File: src/design/lrsr_pkg.sv
// lrsr_pkg: types, codes, constants and helper functions of the led ring status renderer
// no dependencies; imported by every module of the block

package lrsr_pkg;

   localparam int RING_LEDS = 12;
   localparam int PIX_W     = 4;
   localparam int NOW_W     = 40;
   localparam int END_W     = 41;
   localparam int FILL_W    = 10;
   localparam int HOLD_W    = 16;
   localparam int RES_W     = 14;
   localparam int COLOR_W   = 8;
   localparam int BRED_W    = 6;
   localparam int BGREEN_W  = 5;

   localparam logic [PIX_W-1:0] LAST_PIXEL = PIX_W'(RING_LEDS - 1);

   // volume level
   localparam logic [FILL_W-1:0] FILL_MAX   = 10'd1000;
   localparam logic [FILL_W-1:0] FILL_RESET = 10'd500;
   localparam logic [RES_W-1:0]  LIT_ROUND  = 14'd500;
   localparam int                LIT_STEP   = 1000;

   // muted frame
   localparam logic [COLOR_W-1:0] MUTE_RED   = 8'd60;
   localparam logic [PIX_W-1:0]   MUTE_PIX_A = 4'd3;
   localparam logic [PIX_W-1:0]   MUTE_PIX_B = 4'd9;

   // volume frame gradient
   localparam logic [PIX_W-1:0]   VOL_GREEN_END = 4'd8;
   localparam logic [PIX_W-1:0]   VOL_MID_END   = 4'd10;
   localparam logic [COLOR_W-1:0] VOL_GREEN     = 8'd80;
   localparam logic [COLOR_W-1:0] VOL_MID_RED   = 8'd90;
   localparam logic [COLOR_W-1:0] VOL_MID_GREEN = 8'd60;
   localparam logic [COLOR_W-1:0] VOL_TOP_RED   = 8'd120;

   // idle breath: 4000 ms triangle, red = x/50, green = x/125 by reciprocal multiply
   localparam logic [11:0] BREATH_PERIOD = 12'd4000;
   localparam logic [11:0] BREATH_HALF   = 12'd2000;
   localparam logic [10:0] RED_RECIP     = 11'd1311;
   localparam int          RED_SHIFT     = 16;
   localparam logic [11:0] GREEN_RECIP   = 12'd2098;
   localparam int          GREEN_SHIFT   = 18;

   typedef enum logic [1:0] {
      CMD_FRAME  = 2'd0,
      CMD_VOLUME = 2'd1,
      CMD_MUTE   = 2'd2,
      CMD_NONE   = 2'd3
   } cmd_type;

   typedef enum logic [1:0] {
      MODE_BREATH = 2'd0,
      MODE_VOLUME = 2'd1,
      MODE_MUTE   = 2'd2
   } mode_type;

   typedef struct packed {
      cmd_type             cmd;
      logic [NOW_W-1:0]    now_ms;
      logic [FILL_W-1:0]   volume_fill;
      logic [HOLD_W-1:0]   hold_ms;
      logic                mute_on;
   } item_type;

   typedef struct packed {
      cmd_type             cmd;
      logic [NOW_W-1:0]    now_ms;
      logic [FILL_W-1:0]   volume_fill;
      logic [HOLD_W-1:0]   hold_ms;
      logic                mute_on;
      logic [RES_W-1:0]    res_sum;
   } stage_type;

   typedef struct packed {
      mode_type            mode;
      logic [PIX_W-1:0]    lit;
      logic [BRED_W-1:0]   breath_red;
      logic [BGREEN_W-1:0] breath_green;
   } frame_type;

   // (now_ms >> 5) folded mod 125: 7-bit chunks weighted by 128^k mod 125
   function automatic logic [RES_W-1:0] res_sum(input logic [34:0] v);
      logic [RES_W-1:0] c0, c1, c2, c3, c4;
      c0 = RES_W'(v[6:0]);
      c1 = RES_W'(v[13:7]);
      c2 = RES_W'(v[20:14]);
      c3 = RES_W'(v[27:21]);
      c4 = RES_W'(v[34:28]);
      return c0 + 14'd3 * c1 + 14'd9 * c2 + 14'd27 * c3 + 14'd81 * c4;
   endfunction

   // finish the mod 125 reduction of a folded sum
   function automatic logic [6:0] res_mod(input logic [RES_W-1:0] s);
      logic [8:0] t;
      t = 9'(s[13:7]) * 9'd3 + 9'(s[6:0]);
      if (t >= 9'd375)      return 7'(t - 9'd375);
      else if (t >= 9'd250) return 7'(t - 9'd250);
      else if (t >= 9'd125) return 7'(t - 9'd125);
      else                  return 7'(t);
   endfunction

   // rounded count of lit pixels for a fill level
   function automatic logic [PIX_W-1:0] lit_count(input logic [FILL_W-1:0] fill);
      logic [RES_W-1:0] v;
      logic [PIX_W-1:0] n;
      v = RES_W'(fill) * 14'd12 + LIT_ROUND;
      n = '0;
      for (int k = 1; k <= RING_LEDS; k++) begin
         if (v >= RES_W'(k * LIT_STEP)) n = n + 4'd1;
      end
      return n;
   endfunction

endpackage

File: src/design/lrsr_front.sv
// lrsr_front: input register and phase folding stage of the led ring status renderer
// depends on lrsr_pkg

module lrsr_front (
   input  logic                 clock,
   input  logic                 reset,
   input  logic                 req_tvalid,
   output logic                 req_tready,
   input  lrsr_pkg::item_type   req_item,
   input  logic                 advance,
   output logic                 st_valid,
   output lrsr_pkg::stage_type  st
);
   import lrsr_pkg::*;

   item_type  in_ff;
   logic      in_valid_ff;
   stage_type st_ff, st_in;
   logic      st_valid_ff;

   assign req_tready = !in_valid_ff || advance;

   always_comb begin
      st_in.cmd         = in_ff.cmd;
      st_in.now_ms      = in_ff.now_ms;
      st_in.volume_fill = in_ff.volume_fill;
      st_in.hold_ms     = in_ff.hold_ms;
      st_in.mute_on     = in_ff.mute_on;
      st_in.res_sum     = res_sum(in_ff.now_ms[39:5]);
   end

   always_ff @(posedge clock) begin
      if (reset) begin
         in_valid_ff <= 1'b0;
         st_valid_ff <= 1'b0;
      end else begin
         if (req_tvalid && req_tready) begin
            in_valid_ff <= 1'b1;
         end else if (advance) begin
            in_valid_ff <= 1'b0;
         end
         if (advance) begin
            st_valid_ff <= in_valid_ff;
         end
      end
   end

   always_ff @(posedge clock) begin
      if (req_tvalid && req_tready) begin
         in_ff <= req_item;
      end
      if (advance) begin
         st_ff <= st_in;
      end
   end

   assign st_valid = st_valid_ff;
   assign st       = st_ff;

endmodule

File: src/design/lrsr_frame.sv
// lrsr_frame: mute, fill and overlay state, mode choice and breath color of a frame
// depends on lrsr_pkg

module lrsr_frame (
   input  logic                 clock,
   input  logic                 reset,
   input  logic                 st_valid,
   input  lrsr_pkg::stage_type  st,
   input  logic                 commit,
   output lrsr_pkg::frame_type  frame
);
   import lrsr_pkg::*;

   logic              mute_ff;
   logic [FILL_W-1:0] fill_ff;
   logic [END_W-1:0]  end_ff;

   logic [6:0]  phase_hi;
   logic [11:0] phase;
   logic [10:0] tri_x;
   logic [21:0] red_prod;
   logic [22:0] green_prod;

   always_comb begin
      phase_hi   = res_mod(st.res_sum);
      phase      = {phase_hi, st.now_ms[4:0]};
      tri_x      = (phase < BREATH_HALF) ? phase[10:0] : 11'(BREATH_PERIOD - phase);
      red_prod   = 22'(tri_x) * 22'(RED_RECIP);
      green_prod = 23'(tri_x) * 23'(GREEN_RECIP);

      frame.breath_red   = red_prod[RED_SHIFT +: BRED_W];
      frame.breath_green = green_prod[GREEN_SHIFT +: BGREEN_W];
      frame.lit          = lit_count(fill_ff);
      priority if (mute_ff) begin
         frame.mode = MODE_MUTE;
      end else if ({1'b0, st.now_ms} < end_ff) begin
         frame.mode = MODE_VOLUME;
      end else begin
         frame.mode = MODE_BREATH;
      end
   end

   always_ff @(posedge clock) begin
      if (reset) begin
         mute_ff <= 1'b0;
         fill_ff <= FILL_RESET;
         end_ff  <= '0;
      end else if (st_valid && commit) begin
         unique case (st.cmd)
            CMD_VOLUME: begin
               fill_ff <= (st.volume_fill > FILL_MAX) ? FILL_MAX : st.volume_fill;
               end_ff  <= END_W'(st.now_ms) + END_W'(st.hold_ms);
            end
            CMD_MUTE: begin
               mute_ff <= st.mute_on;
            end
            default: begin
            end
         endcase
      end
   end

endmodule

File: src/design/lrsr_emit.sv
// lrsr_emit: frame register, pixel counter and per-pixel color of the result stream
// depends on lrsr_pkg

module lrsr_emit (
   input  logic                           clock,
   input  logic                           reset,
   input  logic                           load,
   input  lrsr_pkg::frame_type            frame,
   output logic                           free,
   output logic                           rsp_tvalid,
   input  logic                           rsp_tready,
   output logic [lrsr_pkg::PIX_W-1:0]     pixel_index,
   output logic [lrsr_pkg::COLOR_W-1:0]   red,
   output logic [lrsr_pkg::COLOR_W-1:0]   green,
   output logic [lrsr_pkg::COLOR_W-1:0]   blue,
   output lrsr_pkg::mode_type             frame_mode,
   output logic                           last_pixel
);
   import lrsr_pkg::*;

   frame_type        frame_ff;
   logic             busy_ff;
   logic [PIX_W-1:0] idx_ff;
   logic             done;

   assign last_pixel = (idx_ff == LAST_PIXEL);
   assign done       = busy_ff && rsp_tready && last_pixel;
   assign free       = !busy_ff || done;
   assign rsp_tvalid = busy_ff;

   always_ff @(posedge clock) begin
      if (reset) begin
         busy_ff <= 1'b0;
         idx_ff  <= '0;
      end else if (load) begin
         busy_ff <= 1'b1;
         idx_ff  <= '0;
      end else if (busy_ff && rsp_tready) begin
         busy_ff <= !last_pixel;
         idx_ff  <= last_pixel ? '0 : idx_ff + 4'd1;
      end
   end

   always_ff @(posedge clock) begin
      if (load) begin
         frame_ff <= frame;
      end
   end

   always_comb begin
      pixel_index = idx_ff;
      frame_mode  = frame_ff.mode;
      red         = '0;
      green       = '0;
      blue        = '0;
      unique case (frame_ff.mode)
         MODE_MUTE: begin
            if (idx_ff == MUTE_PIX_A || idx_ff == MUTE_PIX_B) red = MUTE_RED;
         end
         MODE_VOLUME: begin
            if (idx_ff < frame_ff.lit) begin
               priority if (idx_ff < VOL_GREEN_END) begin
                  green = VOL_GREEN;
               end else if (idx_ff < VOL_MID_END) begin
                  red   = VOL_MID_RED;
                  green = VOL_MID_GREEN;
               end else begin
                  red   = VOL_TOP_RED;
               end
            end
         end
         MODE_BREATH: begin
            red   = COLOR_W'(frame_ff.breath_red);
            green = COLOR_W'(frame_ff.breath_green);
         end
         default: begin
         end
      endcase
   end

endmodule

File: src/design/led_ring_status_renderer.sv
// led_ring_status_renderer: top level of the twelve-pixel status ring renderer
// depends on lrsr_pkg, lrsr_front, lrsr_frame and lrsr_emit
//
// Usage:
//   The req_ channel takes one command per transfer: tuser carries the command
//   (frame, volume, mute), tdata the timestamp, volume fill, hold time and mute flag.
//   Volume and mute commands only update internal state and produce no output.
//   A frame command produces twelve rsp_ transfers, pixel 0 first, with tlast on
//   pixel 11 and the frame mode in tuser.
//   A frame's request transfer loads the input register, then the phase folding
//   stage, then the frame register, whose load raises rsp_tvalid for its first pixel.
//   Throughput: state commands are taken one per cycle while no frame waits for the
//   emitter; a frame occupies the pixel output until its twelve pixels are taken, as
//   the emitter has a single pixel counter. The next frame is loaded in the cycle
//   its predecessor's last pixel is taken, so frames stream without gaps.
//   When the receiver stalls, the current pixel holds and the two input stages fill
//   up behind a waiting frame; req_tready drops once both are occupied.
//   Reset clears the pipeline, mute flag and overlay, and sets the fill level to 500.

module led_ring_status_renderer (
   input  logic        clock,
   input  logic        reset,
   input  logic        req_tvalid,
   output logic        req_tready,
   input  logic [71:0] req_tdata,   // now_ms[39:0], volume_fill[49:40], hold_ms[65:50],
                                    // mute_on[66], zero[71:67]
   input  logic [1:0]  req_tuser,   // cmd[1:0]
   output logic        rsp_tvalid,
   input  logic        rsp_tready,
   output logic [31:0] rsp_tdata,   // pixel_index[3:0], red[11:4], green[19:12],
                                    // blue[27:20], zero[31:28]
   output logic [1:0]  rsp_tuser,   // frame_mode[1:0]
   output logic        rsp_tlast    // last_pixel
);
   import lrsr_pkg::*;

   item_type          req_item;
   stage_type         st;
   logic              st_valid;
   frame_type         frame;
   logic              emit_free;
   logic              advance;
   logic              load;
   logic [PIX_W-1:0]  pixel_index;
   logic [COLOR_W-1:0] red, green, blue;
   mode_type          frame_mode;
   logic              last_pixel;

   always_comb begin
      req_item.cmd         = cmd_type'(req_tuser);
      req_item.now_ms      = req_tdata[39:0];
      req_item.volume_fill = req_tdata[49:40];
      req_item.hold_ms     = req_tdata[65:50];
      req_item.mute_on     = req_tdata[66];
   end

   // a frame waits until the emitter is free; state commands in this stage never wait
   assign load    = st_valid && (st.cmd == CMD_FRAME) && emit_free;
   assign advance = !st_valid || (st.cmd != CMD_FRAME) || emit_free;

   lrsr_front u_front (
      .clock      (clock),
      .reset      (reset),
      .req_tvalid (req_tvalid),
      .req_tready (req_tready),
      .req_item   (req_item),
      .advance    (advance),
      .st_valid   (st_valid),
      .st         (st)
   );

   lrsr_frame u_frame (
      .clock    (clock),
      .reset    (reset),
      .st_valid (st_valid),
      .st       (st),
      .commit   (advance),
      .frame    (frame)
   );

   lrsr_emit u_emit (
      .clock       (clock),
      .reset       (reset),
      .load        (load),
      .frame       (frame),
      .free        (emit_free),
      .rsp_tvalid  (rsp_tvalid),
      .rsp_tready  (rsp_tready),
      .pixel_index (pixel_index),
      .red         (red),
      .green       (green),
      .blue        (blue),
      .frame_mode  (frame_mode),
      .last_pixel  (last_pixel)
   );

   assign rsp_tdata = {4'd0, blue, green, red, pixel_index};
   assign rsp_tuser = frame_mode;
   assign rsp_tlast = last_pixel;

endmodule

File: config.mk
export PLATFORM = sky130hd
export DESIGN_NAME = led_ring_status_renderer
export DESIGN_NICKNAME = d
export VERILOG_FILES = /design/src/design/lrsr_pkg.sv /design/src/design/lrsr_front.sv /design/src/design/lrsr_frame.sv /design/src/design/lrsr_emit.sv /design/src/design/led_ring_status_renderer.sv
export SDC_FILE = /design/constraint.sdc
export NUM_CORES = 1
export LEC_CHECK = 0
export BUFFER_PORTS_ARGS = -buffer_cell sky130_fd_sc_hd__buf_2
export CORE_UTILIZATION = 55
export CTS_CLUSTER_SIZE = 12
export DETAILED_ROUTE_END_ITERATION = 8
export GPL_TIMING_DRIVEN = 0
export PLACE_DENSITY = 0.71
export RECOVER_POWER = 50
export SYNTH_ARGS = -nofsm -noshare
export SYNTH_HDL_FRONTEND = slang
export SYNTH_SLANG_ARGS = --single-unit
export TNS_END_PERCENT = 100
File: constraint.sdc
create_clock -name clock -period 13.5 [get_ports clock]
set_input_delay 0.675 -clock clock [delete_from_list [all_inputs] [get_ports clock]]
set_output_delay 0.675 -clock clock [all_outputs]
set_load 0.03 [all_outputs]
==> summary.txt <==
Synth
  – Main combinational cell family by area after synthesis: adder cells
  – Synth Area in Compound Gates: a little under an eighth
  – Seq/Total Area, Yosys: 32.37%
  – Mapped Area: between 15000 and 20000 um^2
  – Ys async rst share: 0%
  – EDFF count, synth: roughly 170
  – Synth Area in XOR/XNOR: around 6.7%
  – Syn_area_per_cell: approximately 10 um^2
  – Post-synthesis simple-gate area fraction: a little under an eighth
  – Main synth FF type: edfxtp_1
  – Seq cells post-synth: 228
  – Yosys warning count: 0
  – Cell variety after synth: 96
  – Mapped Cells: 1899
  – Multiplexer share of the synthesized area: 0.7056%
  – Adder-Cell Fraction of Synth Area: around 30%

Floorplanning
  – DIE WIDTH: 189.5 um
  – Die Y-Extent: between 150 and 200 um
  – Core Area: around 35000 um^2
  – Die ar.: around 36000 um^2
  – Initial core utilization: a little under three fifths
  – Ports: between 100 and 150
  – Rows: 68

Layout
  – Most frequent cells in the layout: ha_1 (302), inv_1 (285), edfxtp_1 (169)
  – Diodes inserted: 0
  – Final net count: ~2500
  – Commonest non-fill, non-tap cell in the layout: ha_1
  – P&R area growth vs syn: 10.29%
  – Share of post-route cells with drive strength above 1: a little under a tenth

STA
  – Fmax: a little over 90 MHz
  – Post-route minimum period: ~11 ns
  – RSZ-0062 raised after global routing: no
  – Rel. slew slack: -1.532%
  – Final clock skew: 0.01032 ns
  – Fin. Hold Viols: 0
  – Final Setup Violations: 0
  – Max-slew violation count: 11
  – Pin slew with the least headroom to its limit: approximately 1.5 ns
  – Setup TNS: 0 ns
  – Crit share post-route: roughly four fifths

Critical path
  – Worst path most repeated cell: o21a_1
  – Crit path largest cell delay: 0.81 ns
  – CP startpoint kind: register
  – CP max-delay cell: xor2_1
  – Data arrival, critical path: roughly 11 ns
  – CP Capture Type: register
  – Critical path fanouts, max: 9
  – WS Path Type: reg2reg
  – Critical path required time: 13.79 ns

Global routing
  – GRT busiest layer: met2
  – Largest net degree at the start of global routing: 54
  – Grt met2 use: around 40%
  – Met1 Track Usage GR: between 20% and 30%
  – Gr usage total: between 20% and 30%
  – Number of global-route vias before repair: 13530
  – Grt total ovfl: 0
  – Global Route met3 Usage: between 2 and 2.5%
  – Initial antenna violation count: 0
  – First-pass GRT wire length: 63.68 mm

Clocking
  – Worst-skew pair later-pin latency: between 0.5 and 0.6 ns
  – Clock-pin slew on the worst setup and hold paths: about 0.060 ns
  – CTS resizes: 0
  – CTS Sinks: between 200 and 250
  – Total setup buffers inserted after CTS: 0
  – CTS tree: done
  – Longest Clk Path Bufs: 3
  – CTS Hold Bufs: 0
  – Num CTS Buffers: 26
  – # H-tree levels: 1
  – CTS Root Cell: clkbuf_16

Run
  – Total of max-cap violations: 2

Run status
  – Status: finished with violations
  – Failing checks: capacitance limit, slew limit

Detailed routing
  – DR vias/cell: about 5.4
  – Remaining DRCs: 0
  – Initial DRC Count: between 600 and 700
  – Drt pass-1 iters: 5
  – Drt wl/cell: 15.46 um
  – Vias: between 10000 and 15000
  – Antenna-violating nets left: 0
  – Final wirelength: 38.88 mm

Placed design
  – Detailed-placement wirelength estimate: 31.19 mm
  – IO buf count: 95
  – Gpl congestion: 0.8794

Min path
  – Worst hold path class: in2reg
## metal layers
metal | vias to the layer above | part of all wire (%)
li1 | 6838 | -
met2 | 239 | 50
met5 | - | 0
met4 | 0 | 3.4
met3 | 62 | 3.1
met1 | 6502 | 43
## Yosys cell counts, types with 4 or more instances
cell	number	area, um^2
a211o_1	6	52.55
a211oi_1	32	240.2
a21boi_0	7	52.55
a21o_1	29	217.7
a21oi_1	104	520.5
a22oi_1	4	30.03
a2bb2oi_1	4	35.03
a31oi_1	7	43.79
and2_1	17	106.4
and3_1	18	112.6
buf_4	18	135.1
clkbuf_1	34	127.6
dfxtp_1	59	1181
edfxtp_1	169	5075
fa_1	99	1982
ha_1	302	3779
inv_1	286	1074
mux2_2	5	56.30
mux2i_1	8	80.08
nand2_1	96	360.4
nand2b_1	16	100.1
nand3_1	44	220.2
nand3b_1	11	82.58
nand4_1	14	87.58
nor2_1	122	457.9
nor2b_1	17	106.4
nor3_1	22	110.1
nor4b_1	5	43.79
o2111ai_1	7	61.31
o211ai_1	6	45.04
o21a_1	20	150.1
o21ai_0	52	260.3
o21bai_1	5	37.54
o22ai_1	5	31.28
o31a_1	4	35.03
o31ai_1	9	67.56
or2_2	10	62.56
or3_1	9	56.30
xnor2_1	82	718.2
xnor2_2	5	81.33
xor2_1	42	367.9
## flip-flops by register name, summed over array words and instances (netlist names)
| signal | count |
|---|---|
| u_emit.rsp_tvalid | 1 |
| u_front.in_valid_ff | 1 |
| u_frame.mute_ff | 1 |
| u_frame.end_ff | 41 |
| u_front.st | 83 |
| u_front.st_valid | 1 |
| u_emit.frame_ff | 15 |
| u_emit.frame_mode | 2 |
| u_front.in_ff | 69 |
| u_frame.fill_ff | 10 |
| u_emit.pixel_index | 4 |
## cell families after synthesis
logic type / count (synthesis)
adders and majority gates: 403
other: 1
DFF: 228
xor gates and xnor gates: 135
AOI/OAI and AO/OA: 343
buffers and inverters: 343
and+or+nand+nor: 433
muxes: 13
## layout make-up
cell class	instances	area (um^2)
tap	455	569.3
fill	2912	13230
sequential	228	6256
multi-input combinational	1341	11760
clock buffer	36	719.4
buffer	56	289.0
clock inverter	12	115.1
inverter	287	1079
timing repair buffer	99	531.8
## critical path, delay by kind of cell (launching register included)
kind / cells / cell delay, ns
XOR/XNOR: 3 / 1.07
adder cells (fa/ha/maj): 9 / 3.33
AO/OA/AOI/OAI: 19 / 4.63
buffers and inverters: 3 / 0.16
flip-flops: 1 / 0.41
AND/OR/NAND/NOR: 5 / 1.19
## stage by stage
stage               std cells  setup slack (ns)  cell area [um^2]  utilization (%)  hold slack, ns
floorplan                1912             4.059             19380                -          0.4003
global placement         2462             2.749             20420            59.12          0.4019
detailed placement       2466             2.498             20520            59.41          0.4045
CTS                      2514             2.405             21360            61.83          0.2742
global route             2514             1.762             21320            61.71          0.2801
finish                   2514             2.451             21320            61.71          0.3015
## worst paths after layout
check             depth (start not counted)               from  slack [ns]                   to
setup / recovery                         39      u_front.st[1]        2.45  u_emit.frame_ff[10]
hold / removal                            1       req_tdata[6]        0.30    u_front.in_ff[33]
setup reg to reg                         39      u_front.st[1]        2.45  u_emit.frame_ff[10]
hold reg to reg                           0  u_front.in_ff[68]        0.42       u_front.st[82]
Power is left out: the tool's default activity adds up to more than one toggle a clock period on the data nets, which glitch-free logic cannot reach.
